===== src/rtl/core/sps_pkg.sv =====
// ----------------------------------------------------------------------------
// sps_pkg
// Shared types and constants for the servo pulse sequencer.
// ----------------------------------------------------------------------------
package sps_pkg;

  // Widths fixed by the item and register formats
  localparam int unsigned CmdW      = 2;
  localparam int unsigned IdxW      = 3;
  localparam int unsigned PortW     = 8;
  localparam int unsigned ReloadW   = 16;
  localparam int unsigned PosW      = 8;
  localparam int unsigned CfgDataW  = 16;
  localparam int unsigned CfgIndexW = 4;
  localparam int unsigned FramesW   = 5;

  // Default servo count and number of position registers
  localparam int unsigned ServoCountDef = 8;
  localparam int unsigned NumPosRegs    = 8;

  // Frames a servo stays armed after it is picked
  localparam logic [FramesW-1:0] PulseFrames = FramesW'(25);

  // Timer reloads for an up-counting 16-bit timer (value = 65536 - interval)
  localparam logic [ReloadW-1:0] PulseBaseReload = ReloadW'(65536 - 3000);
  localparam logic [ReloadW-1:0] FrameReload     = ReloadW'(65536 - 40000);

  typedef enum logic [CmdW-1:0] {
    CmdEvent  = 2'd0,
    CmdTick   = 2'd1,
    CmdExpiry = 2'd2
  } sps_cmd_e;

  typedef struct packed {
    logic [CmdW-1:0] cmd;
    logic [IdxW-1:0] servo_number;
    logic            turn_on;
  } sps_item_t;

  typedef struct packed {
    logic [PortW-1:0]   port_bits;
    logic [ReloadW-1:0] timer_reload;
  } sps_result_t;

  typedef struct packed {
    logic [PortW-1:0]   active_mask;
    logic [FramesW-1:0] frames_left;
  } sps_status_t;

endpackage


===== src/rtl/core/sps_in_reg.sv =====
// ----------------------------------------------------------------------------
// sps_in_reg
// Input register: captures one transaction and holds it until the engine
// takes it.
// ----------------------------------------------------------------------------
module sps_in_reg (
  input  logic              clk_i,
  input  logic              rst_ni,
  input  logic              in_valid_i,
  output logic              in_ready_o,
  input  sps_pkg::sps_item_t item_i,
  input  logic              advance_i,
  output logic              valid_o,
  output sps_pkg::sps_item_t item_o
);

  logic               valid_q, valid_d;
  sps_pkg::sps_item_t item_q;
  logic               load;

  assign in_ready_o = !valid_q || advance_i;
  assign load       = in_valid_i && in_ready_o;

  always_comb begin
    valid_d = valid_q;
    if (load) begin
      valid_d = 1'b1;
    end else if (advance_i) begin
      valid_d = 1'b0;
    end
  end

  always_ff @(posedge clk_i or negedge rst_ni) begin
    if (!rst_ni) begin
      valid_q <= 1'b0;
    end else begin
      valid_q <= valid_d;
    end
  end

  always_ff @(posedge clk_i) begin
    if (load) begin
      item_q <= item_i;
    end
  end

  assign valid_o = valid_q;
  assign item_o  = item_q;

endmodule


===== src/rtl/core/sps_engine.sv =====
// ----------------------------------------------------------------------------
// sps_engine
// Sequencer state, position registers and the per-transaction update.
// ----------------------------------------------------------------------------
module sps_engine #(
  parameter int unsigned SERVO_COUNT = sps_pkg::ServoCountDef
) (
  input  logic                              clk_i,
  input  logic                              rst_ni,
  input  logic                              cfg_we_i,
  input  logic [sps_pkg::CfgIndexW-1:0]     cfg_index_i,
  input  logic [sps_pkg::CfgDataW-1:0]      cfg_data_i,
  input  logic                              fire_i,
  input  sps_pkg::sps_item_t                item_i,
  output logic                              res_valid_o,
  output sps_pkg::sps_result_t              res_o,
  output sps_pkg::sps_status_t              status_o
);

  localparam int unsigned PosAddrW = $clog2(sps_pkg::NumPosRegs);

  logic [sps_pkg::CfgDataW-1:0] positions_q [sps_pkg::NumPosRegs];

  logic [SERVO_COUNT-1:0]         target_on_q, target_on_d;
  logic [SERVO_COUNT-1:0]         pending_q, pending_d;
  logic [SERVO_COUNT-1:0]         active_mask_q, active_mask_d;
  logic [sps_pkg::IdxW-1:0]       active_index_q, active_index_d;
  logic [sps_pkg::FramesW-1:0]    frames_left_q, frames_left_d;
  logic                           pulse_phase_q, pulse_phase_d;
  logic [sps_pkg::PortW-1:0]      staged_port_q, staged_port_d;
  logic [sps_pkg::ReloadW-1:0]    staged_reload_q, staged_reload_d;

  logic [SERVO_COUNT-1:0]         event_bit;
  logic                           event_in_range;
  logic [SERVO_COUNT-1:0]         pick_bit;
  logic [sps_pkg::IdxW-1:0]       pick_idx;
  logic [sps_pkg::CfgDataW-1:0]   pos_pair;
  logic [sps_pkg::PosW-1:0]       pos;
  logic [sps_pkg::PortW-1:0]      active_port;
  logic [sps_pkg::FramesW-1:0]    frames_dec;

  // Position registers
  always_ff @(posedge clk_i or negedge rst_ni) begin
    if (!rst_ni) begin
      for (int i = 0; i < int'(sps_pkg::NumPosRegs); i++) begin
        positions_q[i] <= '0;
      end
    end else if (cfg_we_i &&
                 (cfg_index_i < sps_pkg::CfgIndexW'(sps_pkg::NumPosRegs))) begin
      positions_q[cfg_index_i[PosAddrW-1:0]] <= cfg_data_i;
    end
  end

  // Decode the addressed servo
  always_comb begin
    event_in_range = ({1'b0, item_i.servo_number} < (sps_pkg::IdxW + 1)'(SERVO_COUNT));
    for (int i = 0; i < int'(SERVO_COUNT); i++) begin
      event_bit[i] = (item_i.servo_number == sps_pkg::IdxW'(i));
    end
  end

  // Lowest pending request wins
  always_comb begin
    pick_bit = '0;
    pick_idx = '0;
    for (int i = int'(SERVO_COUNT) - 1; i >= 0; i--) begin
      if (pending_q[i]) begin
        pick_bit    = '0;
        pick_bit[i] = 1'b1;
        pick_idx    = sps_pkg::IdxW'(i);
      end
    end
  end

  always_comb begin
    active_port = '0;
    active_port[SERVO_COUNT-1:0] = active_mask_q;
  end

  assign pos_pair   = positions_q[active_index_q[PosAddrW-1:0]];
  assign pos        = ((target_on_q & active_mask_q) != '0) ?
                      pos_pair[sps_pkg::CfgDataW-1:sps_pkg::PosW] :
                      pos_pair[sps_pkg::PosW-1:0];
  assign frames_dec = frames_left_q - sps_pkg::FramesW'(1);

  always_comb begin
    target_on_d     = target_on_q;
    pending_d       = pending_q;
    active_mask_d   = active_mask_q;
    active_index_d  = active_index_q;
    frames_left_d   = frames_left_q;
    pulse_phase_d   = pulse_phase_q;
    staged_port_d   = staged_port_q;
    staged_reload_d = staged_reload_q;
    res_valid_o     = 1'b0;
    if (fire_i) begin
      case (sps_pkg::sps_cmd_e'(item_i.cmd))
        sps_pkg::CmdEvent: begin
          if (event_in_range) begin
            pending_d = pending_q | event_bit;
            if (item_i.turn_on) begin
              target_on_d = target_on_q | event_bit;
            end else begin
              target_on_d = target_on_q & ~event_bit;
            end
          end
        end
        sps_pkg::CmdTick: begin
          if ((frames_left_q == '0) && (pending_q != '0)) begin
            pending_d      = pending_q & ~pick_bit;
            active_mask_d  = pick_bit;
            active_index_d = pick_idx;
            frames_left_d  = sps_pkg::PulseFrames;
          end
        end
        sps_pkg::CmdExpiry: begin
          res_valid_o   = 1'b1;
          staged_port_d = '0;
          if (active_mask_q != '0) begin
            if (!pulse_phase_q) begin
              // Start of pulse: drive the line for 3000 + 8 * position
              staged_port_d   = active_port;
              staged_reload_d = sps_pkg::PulseBaseReload -
                                {5'b0, pos, 3'b0};
              pulse_phase_d   = 1'b1;
            end else begin
              // Rest of the frame after the pulse
              staged_reload_d = sps_pkg::FrameReload - staged_reload_q;
              pulse_phase_d   = 1'b0;
              frames_left_d   = frames_dec;
              if (frames_dec == '0) begin
                active_mask_d = '0;
              end
            end
          end else begin
            staged_reload_d = sps_pkg::FrameReload;
          end
        end
        default: begin
        end
      endcase
    end
  end

  always_ff @(posedge clk_i or negedge rst_ni) begin
    if (!rst_ni) begin
      target_on_q     <= '0;
      pending_q       <= '0;
      active_mask_q   <= '0;
      active_index_q  <= '0;
      frames_left_q   <= '0;
      pulse_phase_q   <= 1'b1;
      staged_port_q   <= '0;
      staged_reload_q <= '0;
    end else begin
      target_on_q     <= target_on_d;
      pending_q       <= pending_d;
      active_mask_q   <= active_mask_d;
      active_index_q  <= active_index_d;
      frames_left_q   <= frames_left_d;
      pulse_phase_q   <= pulse_phase_d;
      staged_port_q   <= staged_port_d;
      staged_reload_q <= staged_reload_d;
    end
  end

  // Result carries the pair staged by the previous expiry
  assign res_o.port_bits    = staged_port_q;
  assign res_o.timer_reload = staged_reload_q;

  assign status_o.active_mask = active_port;
  assign status_o.frames_left = frames_left_q;

endmodule


===== src/rtl/core/sps_out_reg.sv =====
// ----------------------------------------------------------------------------
// sps_out_reg
// Result register: holds one result transaction until the sink takes it.
// ----------------------------------------------------------------------------
module sps_out_reg (
  input  logic                clk_i,
  input  logic                rst_ni,
  input  logic                res_valid_i,
  input  sps_pkg::sps_result_t res_i,
  output logic                advance_o,
  output logic                out_valid_o,
  input  logic                out_ready_i,
  output sps_pkg::sps_result_t res_o
);

  logic                 valid_q;
  sps_pkg::sps_result_t res_q;

  // Advance whenever the register is empty or is being drained
  assign advance_o = !valid_q || out_ready_i;

  always_ff @(posedge clk_i or negedge rst_ni) begin
    if (!rst_ni) begin
      valid_q <= 1'b0;
    end else if (advance_o) begin
      valid_q <= res_valid_i;
    end
  end

  always_ff @(posedge clk_i) begin
    if (advance_o && res_valid_i) begin
      res_q <= res_i;
    end
  end

  assign out_valid_o = valid_q;
  assign res_o       = res_q;

endmodule


===== src/rtl/core/servo_pulse_sequencer.sv =====
// The result of a timer expiry transaction passes the input register, then the result register, before it is presented.
// Throughput: one transaction per cycle; input register, state update and
// result register each pass one transaction per clock while the sink is ready.
// Ready drops only while the result register holds a result the sink has not taken.
// Reset (rst_ni low, asynchronous): positions, targets, requests and timing clear,
// pulse phase set, both pipeline registers empty.
// ----------------------------------------------------------------------------
// servo_pulse_sequencer
// RC servo pulse sequencer: pulses one of up to eight servos at a time and
// hands out port bytes and timer reloads on every timer expiry.
// ----------------------------------------------------------------------------
module servo_pulse_sequencer #(
  parameter int unsigned SERVO_COUNT = sps_pkg::ServoCountDef
) (
  input  logic                          clk_i,
  input  logic                          rst_ni,
  // Configuration writes
  input  logic                          cfg_we_i,
  input  logic [sps_pkg::CfgIndexW-1:0] cfg_index_i,
  input  logic [sps_pkg::CfgDataW-1:0]  cfg_data_i,
  // Input channel
  input  logic                          in_valid_i,
  output logic                          in_ready_o,
  input  logic [sps_pkg::CmdW-1:0]      cmd_i,
  input  logic [sps_pkg::IdxW-1:0]      servo_number_i,
  input  logic                          turn_on_i,
  // Result channel
  output logic                          out_valid_o,
  input  logic                          out_ready_i,
  output logic [sps_pkg::PortW-1:0]     port_bits_o,
  output logic [sps_pkg::ReloadW-1:0]   timer_reload_o
);

  sps_pkg::sps_item_t   in_item;
  sps_pkg::sps_item_t   stage_item;
  logic                 stage_valid;
  logic                 advance;
  logic                 fire;
  logic                 res_valid;
  sps_pkg::sps_result_t res;
  sps_pkg::sps_result_t out_res;
  sps_pkg::sps_status_t status;

  assign in_item.cmd          = cmd_i;
  assign in_item.servo_number = servo_number_i;
  assign in_item.turn_on      = turn_on_i;

  // Stage 1: capture the incoming transaction
  sps_in_reg u_in_reg (
    .clk_i      (clk_i),
    .rst_ni     (rst_ni),
    .in_valid_i (in_valid_i),
    .in_ready_o (in_ready_o),
    .item_i     (in_item),
    .advance_i  (advance),
    .valid_o    (stage_valid),
    .item_o     (stage_item)
  );

  // Stage 2: update sequencer state; only one transaction touches the
  // state per cycle, so events, ticks and expiries stay in arrival order
  assign fire = stage_valid && advance;

  sps_engine #(
    .SERVO_COUNT (SERVO_COUNT)
  ) u_engine (
    .clk_i       (clk_i),
    .rst_ni      (rst_ni),
    .cfg_we_i    (cfg_we_i),
    .cfg_index_i (cfg_index_i),
    .cfg_data_i  (cfg_data_i),
    .fire_i      (fire),
    .item_i      (stage_item),
    .res_valid_o (res_valid),
    .res_o       (res),
    .status_o    (status)
  );

  // Result register: decouples the sink from the state update
  sps_out_reg u_out_reg (
    .clk_i       (clk_i),
    .rst_ni      (rst_ni),
    .res_valid_i (res_valid),
    .res_i       (res),
    .advance_o   (advance),
    .out_valid_o (out_valid_o),
    .out_ready_i (out_ready_i),
    .res_o       (out_res)
  );

  assign port_bits_o    = out_res.port_bits;
  assign timer_reload_o = out_res.timer_reload;

  // At most one servo is armed at a time
  a_one_active: assert property (@(posedge clk_i) disable iff (!rst_ni)
    $onehot0(status.active_mask))
    else $error("more than one servo armed");

  // A servo is armed exactly while frames remain
  a_armed_frames: assert property (@(posedge clk_i) disable iff (!rst_ni)
    ((status.active_mask != '0) == (status.frames_left != '0)))
    else $error("armed mask and frame count disagree");

  // Input backpressure only comes from a stalled result register
  a_ready_cause: assert property (@(posedge clk_i) disable iff (!rst_ni)
    !in_ready_o |-> (out_valid_o && !out_ready_i))
    else $error("input stalled without a stalled result");

  // A transaction left waiting in stage 1 is taken once the sink drains
  a_stage_drain: assert property (@(posedge clk_i) disable iff (!rst_ni)
    (stage_valid && out_ready_i) |-> fire)
    else $error("stage 1 did not advance with the sink ready");

endmodule

===== config.mk =====
export PLATFORM = sky130hd
export DESIGN_NAME = servo_pulse_sequencer
export DESIGN_NICKNAME = d
export VERILOG_FILES = /design/src/rtl/core/sps_pkg.sv /design/src/rtl/core/sps_in_reg.sv /design/src/rtl/core/sps_engine.sv /design/src/rtl/core/sps_out_reg.sv /design/src/rtl/core/servo_pulse_sequencer.sv
export SDC_FILE = /design/constraint.sdc
export NUM_CORES = 1
export LEC_CHECK = 0
export BUFFER_PORTS_ARGS = -buffer_cell sky130_fd_sc_hd__buf_2
export CORE_ASPECT_RATIO = 1.75
export CORE_MARGIN = 2
export CORE_UTILIZATION = 55
export DETAILED_ROUTE_END_ITERATION = 6
export GPL_TIMING_DRIVEN = 0
export MAX_ROUTING_LAYER = met4
export PLACE_DENSITY_LB_ADDON = 0.1
export SETUP_SLACK_MARGIN = 0.02
export SKIP_CTS_REPAIR_TIMING = 1
export SYNTH_ARGS = -nofsm -noshare
export SYNTH_HDL_FRONTEND = slang
export SYNTH_SLANG_ARGS = --single-unit

===== constraint.sdc =====
create_clock -name clk_i -period 5.9 [get_ports clk_i]
set_clock_uncertainty 0.15 [all_clocks]
set_input_delay 1.77 -clock clk_i [delete_from_list [all_inputs] [get_ports clk_i]]
set_output_delay 1.77 -clock clk_i [all_outputs]
set_load 0.03 [all_outputs]

==> flow_summary.yaml <==
sta:
  worst_pin_slew_ns: 1.23
  slew_headroom: 0.181
  setup_viol: 0
  period_needed_ns: 4.17
  finalCritPeriodShare: 0.707
  final.setup.tns_ns: 0
  hold-worst-slack_ns: 0.299
  fmax_ghz: 0.240
  hold_viol: 0
  final_max_slew_viol_count: 0
  rsz0062_at_grt: "false"
synth:
  synth-edff-count: 29
  synth_cell_types: 58
  synth_xor_area_frac: 0.00537
  synth-compound-area-share: 0.0674
  synth_area_um2: 9780
  synth-simple-area-share: 0.0745
  syn_area_per_cell_um2: 13.8
  syn_nets: 746
  muxShareOfSynthArea: 0.255
  synthesis.instances: 707
  synth.top_cell.area_share: 0.473
  post-synth-top-count-cell: "dfrtp_1"
  synth.area.top_cells: "dfrtp_1 (47%), mux2_2 (16%), edfxtp_1 (8.9%)"
  synth_top_family_by_area: "multiplexers"
  ys_warn_count: 0
  yosys.area.top_type: "dfrtp_1"
  synth_commonest_cells: "dfrtp_1 (185), mux2_2 (140), nand2_1 (49), mux4_2 (33)"
  ys_ff_latch: 215
  synth_adder_area_share: 0.0102
  synth_top_flop_cell: "dfrtp_1"
  synthArstFlopShare: 0.865
  yosysSeqAreaShare: 0.565
cells_and_area:
  layout-drive-gt1-share: 0.345
  multi_input_comb_area_um2: 4050
  area_growth_pct: 12.5
  seq_area_um2: 5530
  fin_nets: 824
  layout.cells.non_filler: 1025
  n_fill_cell: 1384
  insertedDiodeCount: 0
critical_path:
  critPathLaunchType: "primary input"
  path_depth: 3
  regToRegStartpoint: "u_engine.active_index_q[1]"
  cp.required_ns: 3.98
  cpLargestDelayFamily: "buffers and inverters"
  critPathBufInv: 2
  critical_path.slowest_cell: "buf_2"
  cp.arrival_ns: 2.25
  end_kind: "output port"
  max_stage_delay_ns: 0.20
  cp-startpoint: "out_ready_i"
  cpMostUsedCell: "buf_2"
  path_cells: "buf_2, nand3b_1, buf_2"
  path_class: "primary input to output port"
  rr_worst_depth: 10
  rrSetupSlack_ns: 2.59
  cp_max_fo: 3
cts:
  cts_buffers: 20
  clk_root_buffer_cell: "clkbuf_16"
  cts_sinks: 215
  clkLatencyLatePin_ns: 0.50
  max-clock-path-buffers: 3
  cts_tree: "yes"
  cts.clk_slew.worst_paths_ns: 0.06
  h-tree-depth: 1
place:
  numPortBuffers: 55
  place_inst: 994
  dp_hpwl_um: 15100
  gp_congestion: 0.985
power_and_ir_drop:
  power_density_nw_per_um2: 374
  power.leakage_nw: 4.59
  peakVddDrop_mv: 0.263
floorplanning:
  placementRows: 64
  dieWidth_um: 105
  start_util: 0.560
  fp.dieArea_um2: 18900
  die_h_um: 180
  coreArea_um2: 17500
  num_io_pins: 57
routing:
  drcViolationCount: 0
  firstDrtPassIters: 4
  antenna_left: 0
  num_vias: 6144
  via_per_inst: 5.99
  routedWlPerCell_um: 21.0
  drt_iter0_drc: 270
  wirelength_um: 21500
grt:
  grt_max_degree: 133
  grt_pass1_wl_um: 35100
  grt_pass1_vias: 6656
  overflow: 0
  antenna_found_initial: 0
  grtUsageTotal: 0.242
flow_run:
  drv_cap: 0
status:
  outcome: "finished, final reports clean"
min_path:
  min_from: "u_engine.staged_port_q[0]"
  min_path_cells: 0
  min-delay-path-class: "flop to flop"
-- layer usage --
layer / vias to the layer above / wire [um] / global-route usage
li1: 2794 / - / -
met4: 0 / 833 / 0.115
met2: 123 / 12000 / 0.432
met3: 54 / 642 / 0.0250
met5: - / 0 / -
met1: 3173 / 8000 / 0.269
-- kinds of logic (layout without fill, tap and decap cells) --
| group | count (synthesis) | in the layout |
|---|---|---|
| AO/OA/AOI/OAI | 98 | 98 |
| XOR/XNOR | 6 | 6 |
| adder cells (fa/ha/maj) | 8 | 8 |
| buffers and inverters | 45 | 132 |
| flip-flops | 215 | 215 |
| multiplexers | 186 | 186 |
| other | 1 | 1 |
| AND/OR/NAND/NOR | 148 | 148 |
-- final timing paths --
path                                                 to
max                                          in_ready_o
min in group asynchronous       u_engine.target_on_q[4]
min reg2reg                         u_out_reg.res_o[16]
min                                 u_out_reg.res_o[16]
max reg2reg                u_engine.staged_reload_q[10]
max in group asynchronous      u_engine.positions_q[58]
-- state kept, by name, summed over array words and instances, names as in the netlist --
name                      count
u_engine.staged_reload_q     15
u_engine.active_mask_q        8
u_engine.pulse_phase_q        1
u_engine.frames_left_q        5
u_in_reg.item_o               6
u_engine.staged_port_q        8
u_out_reg.out_valid_o         1
u_engine.pending_q            8
u_engine.active_index_q       3
u_in_reg.valid_o              1
u_out_reg.res_o              23
u_engine.positions_q        128
u_engine.target_on_q          8
-- final cells by class --
class                      instances  share of cell area
buffer                            29              0.0139
clock buffer                      31              0.0557
inverter                          16             0.00546
multi-input combinational        447               0.368
sequential                       215               0.502
tap                              231              0.0263
timing repair buffer              56              0.0284
-- cells in the final DEF (no fill, tap or decap), types with 3 or more instances in the layout --
cell       count
dfrtp_1      185
o21ai_0       26
or3_1          3
clkbuf_8       5
nand2b_1       9
or2_2          5
nand3b_1       5
and3_1         4
nand4_1        3
nor2_1        29
xor2_1         4
nand2_1       49
ha_1           8
o22a_1         3
buf_2         57
a31oi_1        4
mux4_2        33
a211oi_1       4
a22oi_1        6
a22o_1         5
a32o_1         5
a21oi_1       22
mux4_1         3
edfxtp_1      29
or4_1          4
inv_1         16
nor3_1        15
o31ai_1        5
mux2i_1       10
mux2_2       140
buf_1          3
clkbuf_16     21
nand3_1        8
clkbuf_1      22
-- power breakdown --
group          switching (mW)  internal, mW
Combinational           0.404         0.431
Clock                   0.523         0.707
Sequential              0.230          1.82
-- worst reg2reg max path, cell delays in order (launching register included) --
cell and delay [ns]:
dfrtp_1 0.50, buf_2 0.36, buf_2 0.36, mux4_2 0.35
mux2i_1 0.27, mux2_2 0.24, ha_1 0.19, inv_1 0.08
a221oi_2 0.34, xnor2_1 0.17, o221ai_1 0.14
-- through the flow --
step                setup WS (ns)  total power, mW  instance area (um2)   util
CTS                          1.72             4.14                11000  0.630
global placement            0.177             2.84                10300  0.593
floorplan                    1.86             2.63                 9780      -
finish                       1.73             4.12                11000  0.630
global route                 1.71             4.32                11000  0.630
detailed placement           1.31             2.91                10400  0.595
(Power assumes the default switching activity.)
